`src/urf_pkg.sv`:
```
`timescale 1ns / 1ps
// ----------------------------------------------------------------------------
// urf_pkg
// Shared types and constants of the ultrasonic range filter.
// ----------------------------------------------------------------------------
package urf_pkg;

  localparam int unsigned EchoW    = 16;
  localparam int unsigned StatusW  = 3;
  localparam int unsigned RawW     = 15;
  localparam int unsigned FiltW    = 16;
  localparam int unsigned GainW    = 16;
  localparam int unsigned DistW    = 18;
  localparam int unsigned CntW     = 32;
  localparam int unsigned SmoothW  = 24;
  localparam int unsigned NumCnt   = 8;
  localparam int unsigned ProdW    = FiltW + GainW;
  localparam int unsigned ExpXW    = RawW + 8;
  localparam int unsigned ExpPW    = ExpXW + 15;

  localparam logic [14:0]      RawScale  = 15'd17983;
  localparam logic [14:0]      ExpAlpha  = 15'd22938;
  localparam logic [15:0]      ExpBeta   = 16'd42598;
  localparam logic [DistW-1:0] DistMax   = 18'h3FFFF;

  localparam logic [StatusW-1:0] StOk      = 3'd0;
  localparam logic [StatusW-1:0] StTimeout = 3'd1;
  localparam logic [StatusW-1:0] StRange   = 3'd2;
  localparam logic [StatusW-1:0] StShort   = 3'd3;
  localparam logic [StatusW-1:0] StLong    = 3'd4;
  localparam logic [StatusW-1:0] StSensor  = 3'd5;
  localparam logic [StatusW-1:0] StInvalid = 3'd6;
  localparam logic [StatusW-1:0] StOther   = 3'd7;

  localparam logic [1:0] ModeNone   = 2'd0;
  localparam logic [1:0] ModeMedian = 2'd1;
  localparam logic [1:0] ModeMean   = 2'd2;
  localparam logic [1:0] ModeExp    = 2'd3;

  localparam logic RegMode = 1'b0;
  localparam logic RegGain = 1'b1;

  localparam logic [1:0]       ModeReset = ModeMedian;
  localparam logic [GainW-1:0] GainReset = 16'd4096;

  typedef struct packed {
    logic               filt;
    logic [RawW-1:0]    raw;
    logic [StatusW-1:0] status;
  } entry_t;

  typedef struct packed {
    logic             we;
    logic             idx;
    logic [GainW-1:0] data;
  } cfg_t;

  typedef enum logic [7:0] {
    S_IDLE = 8'b0000_0001,
    S_SUM  = 8'b0000_0010,
    S_DIV  = 8'b0000_0100,
    S_MED  = 8'b0000_1000,
    S_EXP1 = 8'b0001_0000,
    S_EXP2 = 8'b0010_0000,
    S_CAL  = 8'b0100_0000,
    S_DONE = 8'b1000_0000
  } state_e;

endpackage

```
`src/ultrasonic_range_filter.sv`:
```
`timescale 1ns / 1ps
// ----------------------------------------------------------------------------
// ultrasonic_range_filter
// Ultrasonic reading filter: raw distance, status counters, window or
// exponential filter and Q4.12 gain.
// ----------------------------------------------------------------------------
// Readings enter on the in channel (valid/ready) and are converted to a raw
// distance on entry, then held in a two-word queue. The back sequencer takes
// one word at a time, updates the counters, runs the selected filter, scales
// by the gain and loads the result register on the out channel.
// Path of a reading from queue to result register:
//   rejected reading: straight to the result register; no filter: gain only;
//   exponential: states EXP1 and EXP2 (the first reading only seeds it);
//   median: a scan of the filled window (one candidate per cycle);
//   mean: a sum of the filled window, then the bit-serial divider.
// The divider and the median candidate scan set the rate.
// The queue keeps accepting readings while a result waits; when the
// receiver stalls the result word holds and the back stops once the next
// result is ready, after which the queue fills and in_ready_o drops.
// Reset clears counters, filter state and control registers (mode median,
// gain 1.0), not the result register. Configuration words (index 0 mode, 1 gain) are taken every cycle.
// ----------------------------------------------------------------------------
module ultrasonic_range_filter #(
  parameter int unsigned WINDOW_DEPTH = 5
) (
  input  logic        clk_i,
  input  logic        rst_ni,
  input  logic        in_valid_i,
  output logic        in_ready_o,
  input  logic [15:0] echo_time_us_i,
  input  logic [2:0]  read_status_i,
  output logic        out_valid_o,
  input  logic        out_ready_i,
  output logic [17:0] distance_q4_o,
  output logic        distance_valid_o,
  output logic [14:0] raw_distance_q4_o,
  output logic [31:0] read_count_o,
  output logic [31:0] ok_count_o,
  output logic [31:0] timeout_count_o,
  output logic [31:0] out_of_range_count_o,
  output logic [31:0] short_echo_count_o,
  output logic [31:0] long_echo_count_o,
  output logic [31:0] sensor_error_count_o,
  output logic [31:0] invalid_count_o,
  input  logic        cfg_valid_i,
  output logic        cfg_ready_o,
  input  logic        cfg_index_i,
  input  logic [15:0] cfg_data_i
);

  urf_pkg::entry_t  push_entry, pop_entry;
  urf_pkg::cfg_t    cfg;
  logic             push, pop, full, empty;
  logic [31:0]      cnt [urf_pkg::NumCnt];

  assign cfg_ready_o = 1'b1;
  assign cfg.we      = cfg_valid_i;
  assign cfg.idx     = cfg_index_i;
  assign cfg.data    = cfg_data_i;

  urf_front u_front (
    .in_valid_i     (in_valid_i),
    .in_ready_o     (in_ready_o),
    .echo_time_us_i (echo_time_us_i),
    .read_status_i  (read_status_i),
    .full_i         (full),
    .push_o         (push),
    .entry_o        (push_entry)
  );

  urf_queue u_queue (
    .clk_i   (clk_i),
    .rst_ni  (rst_ni),
    .push_i  (push),
    .entry_i (push_entry),
    .full_o  (full),
    .pop_i   (pop),
    .empty_o (empty),
    .entry_o (pop_entry)
  );

  urf_back #(
    .WINDOW_DEPTH (WINDOW_DEPTH)
  ) u_back (
    .clk_i             (clk_i),
    .rst_ni            (rst_ni),
    .cfg_i             (cfg),
    .empty_i           (empty),
    .entry_i           (pop_entry),
    .pop_o             (pop),
    .out_valid_o       (out_valid_o),
    .out_ready_i       (out_ready_i),
    .distance_q4_o     (distance_q4_o),
    .distance_valid_o  (distance_valid_o),
    .raw_distance_q4_o (raw_distance_q4_o),
    .cnt_o             (cnt)
  );

  assign read_count_o         = cnt[0];
  assign ok_count_o           = cnt[1];
  assign timeout_count_o      = cnt[2];
  assign out_of_range_count_o = cnt[3];
  assign short_echo_count_o   = cnt[4];
  assign long_echo_count_o    = cnt[5];
  assign sensor_error_count_o = cnt[6];
  assign invalid_count_o      = cnt[7];

endmodule

```
`src/urf_front.sv`:
```
`timescale 1ns / 1ps
// ----------------------------------------------------------------------------
// urf_front
// Takes readings, converts echo time to raw distance and classifies them.
// ----------------------------------------------------------------------------
module urf_front (
  input  logic                        in_valid_i,
  output logic                        in_ready_o,
  input  logic [urf_pkg::EchoW-1:0]   echo_time_us_i,
  input  logic [urf_pkg::StatusW-1:0] read_status_i,
  input  logic                        full_i,
  output logic                        push_o,
  output urf_pkg::entry_t             entry_o
);

  logic [30:0] scaled;

  assign scaled         = echo_time_us_i * urf_pkg::RawScale;
  assign entry_o.raw    = scaled[30:16];
  assign entry_o.status = read_status_i;
  assign entry_o.filt   = (read_status_i == urf_pkg::StOk) && (scaled[30:16] != '0);

  assign in_ready_o = !full_i;
  assign push_o     = in_valid_i && !full_i;

endmodule

```
`src/urf_queue.sv`:
```
`timescale 1ns / 1ps
// ----------------------------------------------------------------------------
// urf_queue
// Two-word queue between the front and the back.
// ----------------------------------------------------------------------------
module urf_queue (
  input  logic            clk_i,
  input  logic            rst_ni,
  input  logic            push_i,
  input  urf_pkg::entry_t entry_i,
  output logic            full_o,
  input  logic            pop_i,
  output logic            empty_o,
  output urf_pkg::entry_t entry_o
);

  urf_pkg::entry_t mem_q [2];
  logic            wr_q, wr_d, rd_q, rd_d;
  logic [1:0]      cnt_q, cnt_d;

  assign full_o  = (cnt_q == 2'd2);
  assign empty_o = (cnt_q == 2'd0);
  assign entry_o = mem_q[rd_q];

  always_comb begin
    wr_d  = push_i ? !wr_q : wr_q;
    rd_d  = pop_i ? !rd_q : rd_q;
    cnt_d = cnt_q + {1'b0, push_i} - {1'b0, pop_i};
  end

  always_ff @(posedge clk_i or negedge rst_ni) begin
    if (!rst_ni) begin
      wr_q  <= 1'b0;
      rd_q  <= 1'b0;
      cnt_q <= 2'd0;
    end else begin
      wr_q  <= wr_d;
      rd_q  <= rd_d;
      cnt_q <= cnt_d;
    end
  end

  always_ff @(posedge clk_i) begin
    if (push_i) begin
      mem_q[wr_q] <= entry_i;
    end
  end

endmodule

```
`src/urf_back.sv`:
```
`timescale 1ns / 1ps
// ----------------------------------------------------------------------------
// urf_back
// Counters, window filters, exponential average, gain and result register.
// ----------------------------------------------------------------------------
module urf_back #(
  parameter int unsigned WINDOW_DEPTH = 5
) (
  input  logic                        clk_i,
  input  logic                        rst_ni,
  input  urf_pkg::cfg_t               cfg_i,
  input  logic                        empty_i,
  input  urf_pkg::entry_t             entry_i,
  output logic                        pop_o,
  output logic                        out_valid_o,
  input  logic                        out_ready_i,
  output logic [urf_pkg::DistW-1:0]   distance_q4_o,
  output logic                        distance_valid_o,
  output logic [urf_pkg::RawW-1:0]    raw_distance_q4_o,
  output logic [urf_pkg::CntW-1:0]    cnt_o [urf_pkg::NumCnt]
);

  localparam int unsigned IW   = (WINDOW_DEPTH > 1) ? $clog2(WINDOW_DEPTH) : 1;
  localparam int unsigned CW   = $clog2(WINDOW_DEPTH + 1);
  localparam int unsigned SumW = urf_pkg::RawW + CW;
  localparam int unsigned StW  = $clog2(SumW + 1);

  urf_pkg::state_e state_q, state_d;

  logic [1:0]                   mode_q;
  logic [urf_pkg::GainW-1:0]    gain_q;
  logic [IW-1:0]                wslot_q;
  logic [CW-1:0]                filled_q, j_q, rem_q;
  logic [StW-1:0]               step_q;
  logic [urf_pkg::SmoothW-1:0]  s_q;
  logic                         started_q, out_valid_q;
  logic [urf_pkg::CntW-1:0]     cnt_q [urf_pkg::NumCnt];
  logic [urf_pkg::CntW-1:0]     ocnt_q [urf_pkg::NumCnt];

  logic [urf_pkg::RawW-1:0]     win_q [WINDOW_DEPTH];
  logic [urf_pkg::RawW-1:0]     raw_q, cand;
  logic [urf_pkg::FiltW-1:0]    f_q;
  logic [urf_pkg::ProdW-1:0]    prod_q;
  logic [SumW-1:0]              sum_q, dq_q, sum_nx, dq_nx;
  logic [urf_pkg::ExpPW-1:0]    p_q;
  logic                         res_valid_q;
  logic [urf_pkg::DistW-1:0]    dist_q;
  logic                         dval_q;
  logic [urf_pkg::RawW-1:0]     oraw_q;

  logic [CW-1:0]                kth, less, leq, rem_nx;
  logic                         hit, ge, load_out;
  logic [CW:0]                  t;
  logic [40:0]                  exp_sum;
  logic [urf_pkg::SmoothW-1:0]  s_nx;
  logic [32:0]                  dsum;
  logic [20:0]                  dfull;
  logic [urf_pkg::DistW-1:0]    dist_nx;

  assign pop_o    = (state_q == urf_pkg::S_IDLE) && !empty_i;
  assign cand     = win_q[j_q[IW-1:0]];
  assign kth      = filled_q >> 1;
  assign load_out = (state_q == urf_pkg::S_DONE) && (!out_valid_q || out_ready_i);

  always_comb begin
    less = '0;
    leq  = '0;
    for (int i = 0; i < WINDOW_DEPTH; i++) begin
      if (CW'(i) < filled_q) begin
        if (win_q[i] < cand) less = less + 1'b1;
        if (win_q[i] <= cand) leq = leq + 1'b1;
      end
    end
    hit = (less <= kth) && (kth < leq);
  end

  always_comb begin
    sum_nx  = sum_q + SumW'(cand);
    t       = {rem_q, dq_q[SumW-1]};
    ge      = t >= {1'b0, filled_q};
    rem_nx  = ge ? CW'(t - {1'b0, filled_q}) : t[CW-1:0];
    dq_nx   = {dq_q[SumW-2:0], ge};
    exp_sum = 41'(p_q) + 41'(urf_pkg::ExpBeta) * 41'(s_q) + 41'd32768;
    s_nx    = exp_sum[39:16];
    dsum    = {1'b0, prod_q} + 33'd2048;
    dfull   = dsum[32:12];
    dist_nx = (dfull > 21'(urf_pkg::DistMax)) ? urf_pkg::DistMax : dfull[17:0];
  end

  always_comb begin
    state_d = state_q;
    case (state_q)
      urf_pkg::S_IDLE: begin
        if (!empty_i) begin
          if (!entry_i.filt) begin
            state_d = urf_pkg::S_DONE;
          end else begin
            case (mode_q)
              urf_pkg::ModeMedian: state_d = urf_pkg::S_MED;
              urf_pkg::ModeMean:   state_d = urf_pkg::S_SUM;
              urf_pkg::ModeExp:    state_d = started_q ? urf_pkg::S_EXP1 : urf_pkg::S_CAL;
              default:             state_d = urf_pkg::S_CAL;
            endcase
          end
        end
      end
      urf_pkg::S_SUM:  if (j_q == filled_q - 1'b1) state_d = urf_pkg::S_DIV;
      urf_pkg::S_DIV:  if (step_q == StW'(SumW - 1)) state_d = urf_pkg::S_CAL;
      urf_pkg::S_MED:  if (hit || j_q == filled_q - 1'b1) state_d = urf_pkg::S_CAL;
      urf_pkg::S_EXP1: state_d = urf_pkg::S_EXP2;
      urf_pkg::S_EXP2: state_d = urf_pkg::S_CAL;
      urf_pkg::S_CAL:  state_d = urf_pkg::S_DONE;
      urf_pkg::S_DONE: if (load_out) state_d = urf_pkg::S_IDLE;
      default:         state_d = urf_pkg::S_IDLE;
    endcase
  end

  always_ff @(posedge clk_i or negedge rst_ni) begin
    if (!rst_ni) begin
      state_q     <= urf_pkg::S_IDLE;
      mode_q      <= urf_pkg::ModeReset;
      gain_q      <= urf_pkg::GainReset;
      wslot_q     <= '0;
      filled_q    <= '0;
      s_q         <= '0;
      started_q   <= 1'b0;
      out_valid_q <= 1'b0;
      for (int k = 0; k < urf_pkg::NumCnt; k++) cnt_q[k] <= '0;
    end else begin
      state_q <= state_d;
      if (cfg_i.we) begin
        if (cfg_i.idx == urf_pkg::RegMode) begin
          mode_q    <= cfg_i.data[1:0];
          wslot_q   <= '0;
          filled_q  <= '0;
          s_q       <= '0;
          started_q <= 1'b0;
        end else if (cfg_i.idx == urf_pkg::RegGain) begin
          gain_q <= cfg_i.data;
        end
      end
      if (pop_o) begin
        cnt_q[0] <= cnt_q[0] + 1'b1;
        for (int k = 1; k < urf_pkg::NumCnt; k++) begin
          if (entry_i.status == urf_pkg::StatusW'(k - 1)) cnt_q[k] <= cnt_q[k] + 1'b1;
        end
        if (entry_i.filt && (mode_q == urf_pkg::ModeMedian || mode_q == urf_pkg::ModeMean)) begin
          wslot_q <= (wslot_q == IW'(WINDOW_DEPTH - 1)) ? '0 : wslot_q + 1'b1;
          if (filled_q != CW'(WINDOW_DEPTH)) filled_q <= filled_q + 1'b1;
        end
        if (entry_i.filt && mode_q == urf_pkg::ModeExp && !started_q) begin
          s_q       <= {entry_i.raw, 8'd0};
          started_q <= 1'b1;
        end
      end
      if (state_q == urf_pkg::S_EXP2) s_q <= s_nx;
      if (load_out) begin
        out_valid_q <= 1'b1;
      end else if (out_ready_i) begin
        out_valid_q <= 1'b0;
      end
    end
  end

  always_ff @(posedge clk_i) begin
    case (state_q)
      urf_pkg::S_IDLE: begin
        j_q   <= '0;
        sum_q <= '0;
        if (pop_o) begin
          raw_q       <= entry_i.raw;
          res_valid_q <= entry_i.filt;
          f_q         <= urf_pkg::FiltW'(entry_i.raw);
          if (entry_i.filt &&
              (mode_q == urf_pkg::ModeMedian || mode_q == urf_pkg::ModeMean)) begin
            win_q[wslot_q] <= entry_i.raw;
          end
        end
      end
      urf_pkg::S_SUM: begin
        j_q    <= j_q + 1'b1;
        sum_q  <= sum_nx;
        dq_q   <= sum_nx;
        rem_q  <= '0;
        step_q <= '0;
      end
      urf_pkg::S_DIV: begin
        dq_q   <= dq_nx;
        rem_q  <= rem_nx;
        step_q <= step_q + 1'b1;
        f_q    <= dq_nx[urf_pkg::FiltW-1:0];
      end
      urf_pkg::S_MED: begin
        j_q <= j_q + 1'b1;
        f_q <= urf_pkg::FiltW'(cand);
      end
      urf_pkg::S_EXP1: begin
        p_q <= urf_pkg::ExpAlpha * {raw_q, 8'd0};
      end
      urf_pkg::S_EXP2: begin
        f_q <= s_nx[urf_pkg::SmoothW-1:8];
      end
      urf_pkg::S_CAL: begin
        prod_q      <= f_q * gain_q;
        res_valid_q <= res_valid_q && (f_q != '0);
      end
      urf_pkg::S_DONE: begin
        if (load_out) begin
          dval_q <= res_valid_q;
          dist_q <= res_valid_q ? dist_nx : '0;
          oraw_q <= raw_q;
          for (int k = 0; k < urf_pkg::NumCnt; k++) ocnt_q[k] <= cnt_q[k];
        end
      end
      default: begin
        j_q <= '0;
      end
    endcase
  end

  assign out_valid_o       = out_valid_q;
  assign distance_q4_o     = dist_q;
  assign distance_valid_o  = dval_q;
  assign raw_distance_q4_o = oraw_q;
  assign cnt_o             = ocnt_q;

endmodule

```
`config.mk`:
```
export PLATFORM = sky130hd
export DESIGN_NAME = ultrasonic_range_filter
export DESIGN_NICKNAME = d
export VERILOG_FILES = /design/src/urf_pkg.sv /design/src/ultrasonic_range_filter.sv /design/src/urf_front.sv /design/src/urf_queue.sv /design/src/urf_back.sv
export SDC_FILE = /design/constraint.sdc
export NUM_CORES = 2
export LEC_CHECK = 0
export BUFFER_PORTS_ARGS = -buffer_cell sky130_fd_sc_hd__buf_2
export CAP_MARGIN = 0
export CORE_MARGIN = 5
export CORE_UTILIZATION = 57
export CTS_CLUSTER_DIAMETER = 30
export DETAILED_ROUTE_END_ITERATION = 16
export MAX_ROUTING_LAYER = met4
export PLACE_DENSITY = 0.84
export SYNTH_ARGS = -nofsm -noshare
export SYNTH_HDL_FRONTEND = slang
export SYNTH_SLANG_ARGS = --single-unit
```
`constraint.sdc`:
```
create_clock -name clk_i -period 14.9 [get_ports clk_i]
set_input_delay 1.49 -clock clk_i [delete_from_list [all_inputs] [get_ports clk_i]]
set_output_delay 1.49 -clock clk_i [all_outputs]
set_load 0.02 [all_outputs]
```
==> flow_metrics.env <==
export IMPL_outcome="completed"
export IMPL_clkTransAtPathRegs_ns=0.05
export IMPL_drcViolationCount=0
export IMPL_crit_start="u_back.s_q[7]$_DFF_PN0_"
export IMPL_endpoint="u_back.f_q[12]$_DFFE_PP_"
export IMPL_ios=334
export IMPL_cp_slowest_stage_delay_ns=0.55
export IMPL_die_h_um=334
export IMPL_root_buffer="clkbuf_16"
export IMPL_cpMostUsedCell="ha_1"
export IMPL_tightest_slew_ns=1.18
export IMPL_drtIter0Drc=3292
export IMPL_wl_mm=146
export IMPL_crit_required_ns=15.36
export IMPL_worstSetupPathType="reg -> reg"
export IMPL_min_path_type="reg -> reg"
export IMPL_min_period_ns=9.07
export IMPL_reg2reg_slack_ns=5.83
export IMPL_rr_startpoint="u_back.s_q[7]$_DFF_PN0_"
export IMPL_cts_tree="done"
export IMPL_place_congestion=0.946
export IMPL_cp_slowest_cell="fa_1"
export IMPL_yosysUniqueCellTypes=90
export IMPL_drive_gt1_share_pct=13.2
export IMPL_start_util_pct=57.6
export IMPL_fmax_mhz=110
export IMPL_post_route_period_util_pct=60.9
export IMPL_syn_cell_area_mm2=0.0599
export IMPL_skew_ns=0.0373
export IMPL_syn_nets=6200
export IMPL_cts_hold_buf=0
export IMPL_synth_seq_cells=898
export IMPL_io_buffers=332
export IMPL_fillers=7216
export IMPL_cts_resized=0
export IMPL_nets=6636
export IMPL_antenna_found_initial=8
export IMPL_grt_pass1_wl_mm=233
export IMPL_cts_path_max_buffers=3
export IMPL_drt_pass1_iterations=6
export IMPL_synth_edf_count=577
export IMPL_wire_per_inst_um=20.9
export IMPL_grt_max_degree=115
export IMPL_syn_to_final_growth_pct=14.7
export IMPL_gr_usage_all_layers_pct=27.2
export IMPL_drv_slew=0
export IMPL_yosysSeqAreaShare_pct=42.3
export IMPL_setup_viol=0
export IMPL_num_rows=118
export IMPL_grt_overflow=0
export IMPL_rsz0062_at_grt="no"
export IMPL_syn_area_per_cell_um2=11.9
export IMPL_drv_cap=0
export IMPL_r2r_cells=34
export IMPL_dp_hpwl_mm=106
export IMPL_dieArea_mm2=0.112
export IMPL_clk_insertion_delay_late_ns=0.75
export IMPL_hold_viol=0
export IMPL_via_per_inst=5.76
export IMPL_start_kind="flip-flop"
export IMPL_synth_warnings=0
export IMPL_arrival_ns=9.53
export IMPL_vias=40260
export IMPL_first_global_vias=42668
export IMPL_slew_headroom_pct=21.6
export IMPL_synth_ff_type="edfxtp_1"
export IMPL_drtAntennaViolNets=0
export IMPL_synth_cells=5033
export IMPL_path_max_fanout=7
export IMPL_cts_sinks=898
export IMPL_worstSetupEndpointType="flip-flop"
export IMPL_post_cts_setup_buffer_count=0
export IMPL_reg2reg_to="u_back.f_q[12]$_DFFE_PP_"
export IMPL_cts_max_level=4
export IMPL_core_area_mm2=0.104
export IMPL_cts_buffers=157
export IMPL_setup_tns_ns=0
export IMPL_die_w_um=334
export IMPL_synthArstFlopShare_pct=35.4
==> cells by family (layout without fill, tap and decap cells) <==
logic type	after synthesis	in the layout	synth area share, %
multiplexers	102	102	2.43
AO/OA/AOI/OAI	491	491	5.35
AND/OR/NAND/NOR	1194	1194	9.69
other	1	9	0.00626
buffers and inverters	822	1394	5.16
flip-flops	898	898	42.3
XOR/XNOR	399	399	5.86
adder cells (fa/ha/maj)	1126	1126	29.2
==> worst min path at each step <==
| stage | startpoint | endpoint | slack [ns] | depth (start not counted) |
|---|---|---|---|---|
| after floorplan | u_back.cnt_q[156]$_DFFE_PN0P_ | u_back.cnt_o[156]$_DFFE_PP_ | 0.42 | 0 |
| after global placement | u_back.cnt_q[27]$_DFFE_PN0P_ | u_back.cnt_o[27]$_DFFE_PP_ | 0.44 | 0 |
| after detailed placement | u_back.cnt_q[27]$_DFFE_PN0P_ | u_back.cnt_o[27]$_DFFE_PP_ | 0.46 | 0 |
| after CTS | u_back.cnt_q[124]$_DFFE_PN0P_ | u_back.cnt_o[124]$_DFFE_PP_ | 0.46 | 0 |
| after global routing | u_back.cnt_q[95]$_DFFE_PN0P_ | u_back.cnt_o[95]$_DFFE_PP_ | 0.48 | 0 |
| final | u_back.cnt_q[124]$_DFFE_PN0P_ | u_back.cnt_o[124]$_DFFE_PP_ | 0.47 | 0 |
==> cell type report <==
| cell class | instances | area (um2) | area share [%] |
|---|---|---|---|
| multi-input cells | 3313 | 31500 | 45.9 |
| flip-flops and latches | 898 | 25300 | 36.9 |
| clock buffers | 199 | 4230 | 6.15 |
| inverters | 738 | 2770 | 4.03 |
| repair buffers | 361 | 1890 | 2.75 |
| well taps | 1380 | 1730 | 2.51 |
| clock inverters | 96 | 1200 | 1.75 |
| diodes | 8 | 20.0 | 0.0292 |
==> placed cells by master, fill, tap and decap left out, drive strengths merged, types with 123 or more instances in the layout <==
cell type	Yosys	routed
xor2	135	135
nand2	410	410
buf	10	361
edfxtp	577	577
nor2	239	239
inv	738	756
clkbuf	74	199
nand3	123	123
dfrtp	315	315
ha	677	677
fa	449	449
xnor2	263	263
==> state kept, by name, summed over array words and instances, names as in the netlist, 8 cells and up, named ones only <==
register                  flops
u_back.distance_q4_o         18
u_back.prod_q                21
u_back.raw_distance_q4_o     15
u_back.p_q                   29
u_back.cnt_q                256
u_back.win_q                120
u_back.state_q                8
u_back.dq_q                  18
u_back.sum_q                 18
u_back.cnt_o                256
u_back.raw_q                 15
u_back.gain_q                16
u_back.s_q                   24
u_queue.mem_q                38
u_back.f_q                   16
==> worst max-delay path, delay by kind of cell (launching register included) <==
kind,cells,cell delay (ns)
fa+ha+maj,9,3.61
xor+xnor,1,0.15
buf+inv,4,0.21
flops,1,0.51
simple gates,7,1.41
compound gates,13,2.89
==> routing by layer <==
layer	track usage [%]	share of wire, %
met5	-	0
met1	33.6	39
met2	44.2	49
met3	4.77	7.2
met4	12.3	5.0
==> per-stage QoR <==
stage | instance area [um2] | utilization [%] | hold WS (ns) | setup WS [ns] | cells
6_report | 68700 | 66.1 | 0.468 | 5.83 | 6993
5_1_grt | 68700 | 66.1 | 0.485 | 5.32 | 6991
4_1_cts | 68600 | 66.0 | 0.464 | 5.91 | 6985
3_5_place_dp | 63200 | 60.8 | 0.455 | 5.93 | 6690
3_3_place_gp | 63200 | 60.8 | 0.436 | 6.07 | 6690
2_1_floorplan | 59900 | - | 0.425 | 4.99 | 5033
==> synth_stat cells (23+ instances only) <==
cell      number  area, um2
and3_1        66        413
o21ai_0      102        510
xor2_1       135       1180
mux2_2        46        518
fa_1         449       8990
nor3_1        39        195
nor2b_1       25        156
xnor2_1      263       2300
dfrtp_1      315       7880
a31oi_1       24        150
mux4_2        30        676
inv_1        736       2760
mux2i_1       26        260
edfxtp_1     577      17300
clkbuf_1      74        278
nand4_1       71        444
nand2b_1      23        144
nor2_1       239        897
a21oi_1      116        581
nand3_1      123        616
a21o_1        59        443
ha_1         677       8470
o21a_1        35        263
nand2_1      410       1540
and2_1       105        657
Power is left out: the tool's default activity adds up to more than one toggle a clock period on the data nets, which glitch-free logic cannot reach.
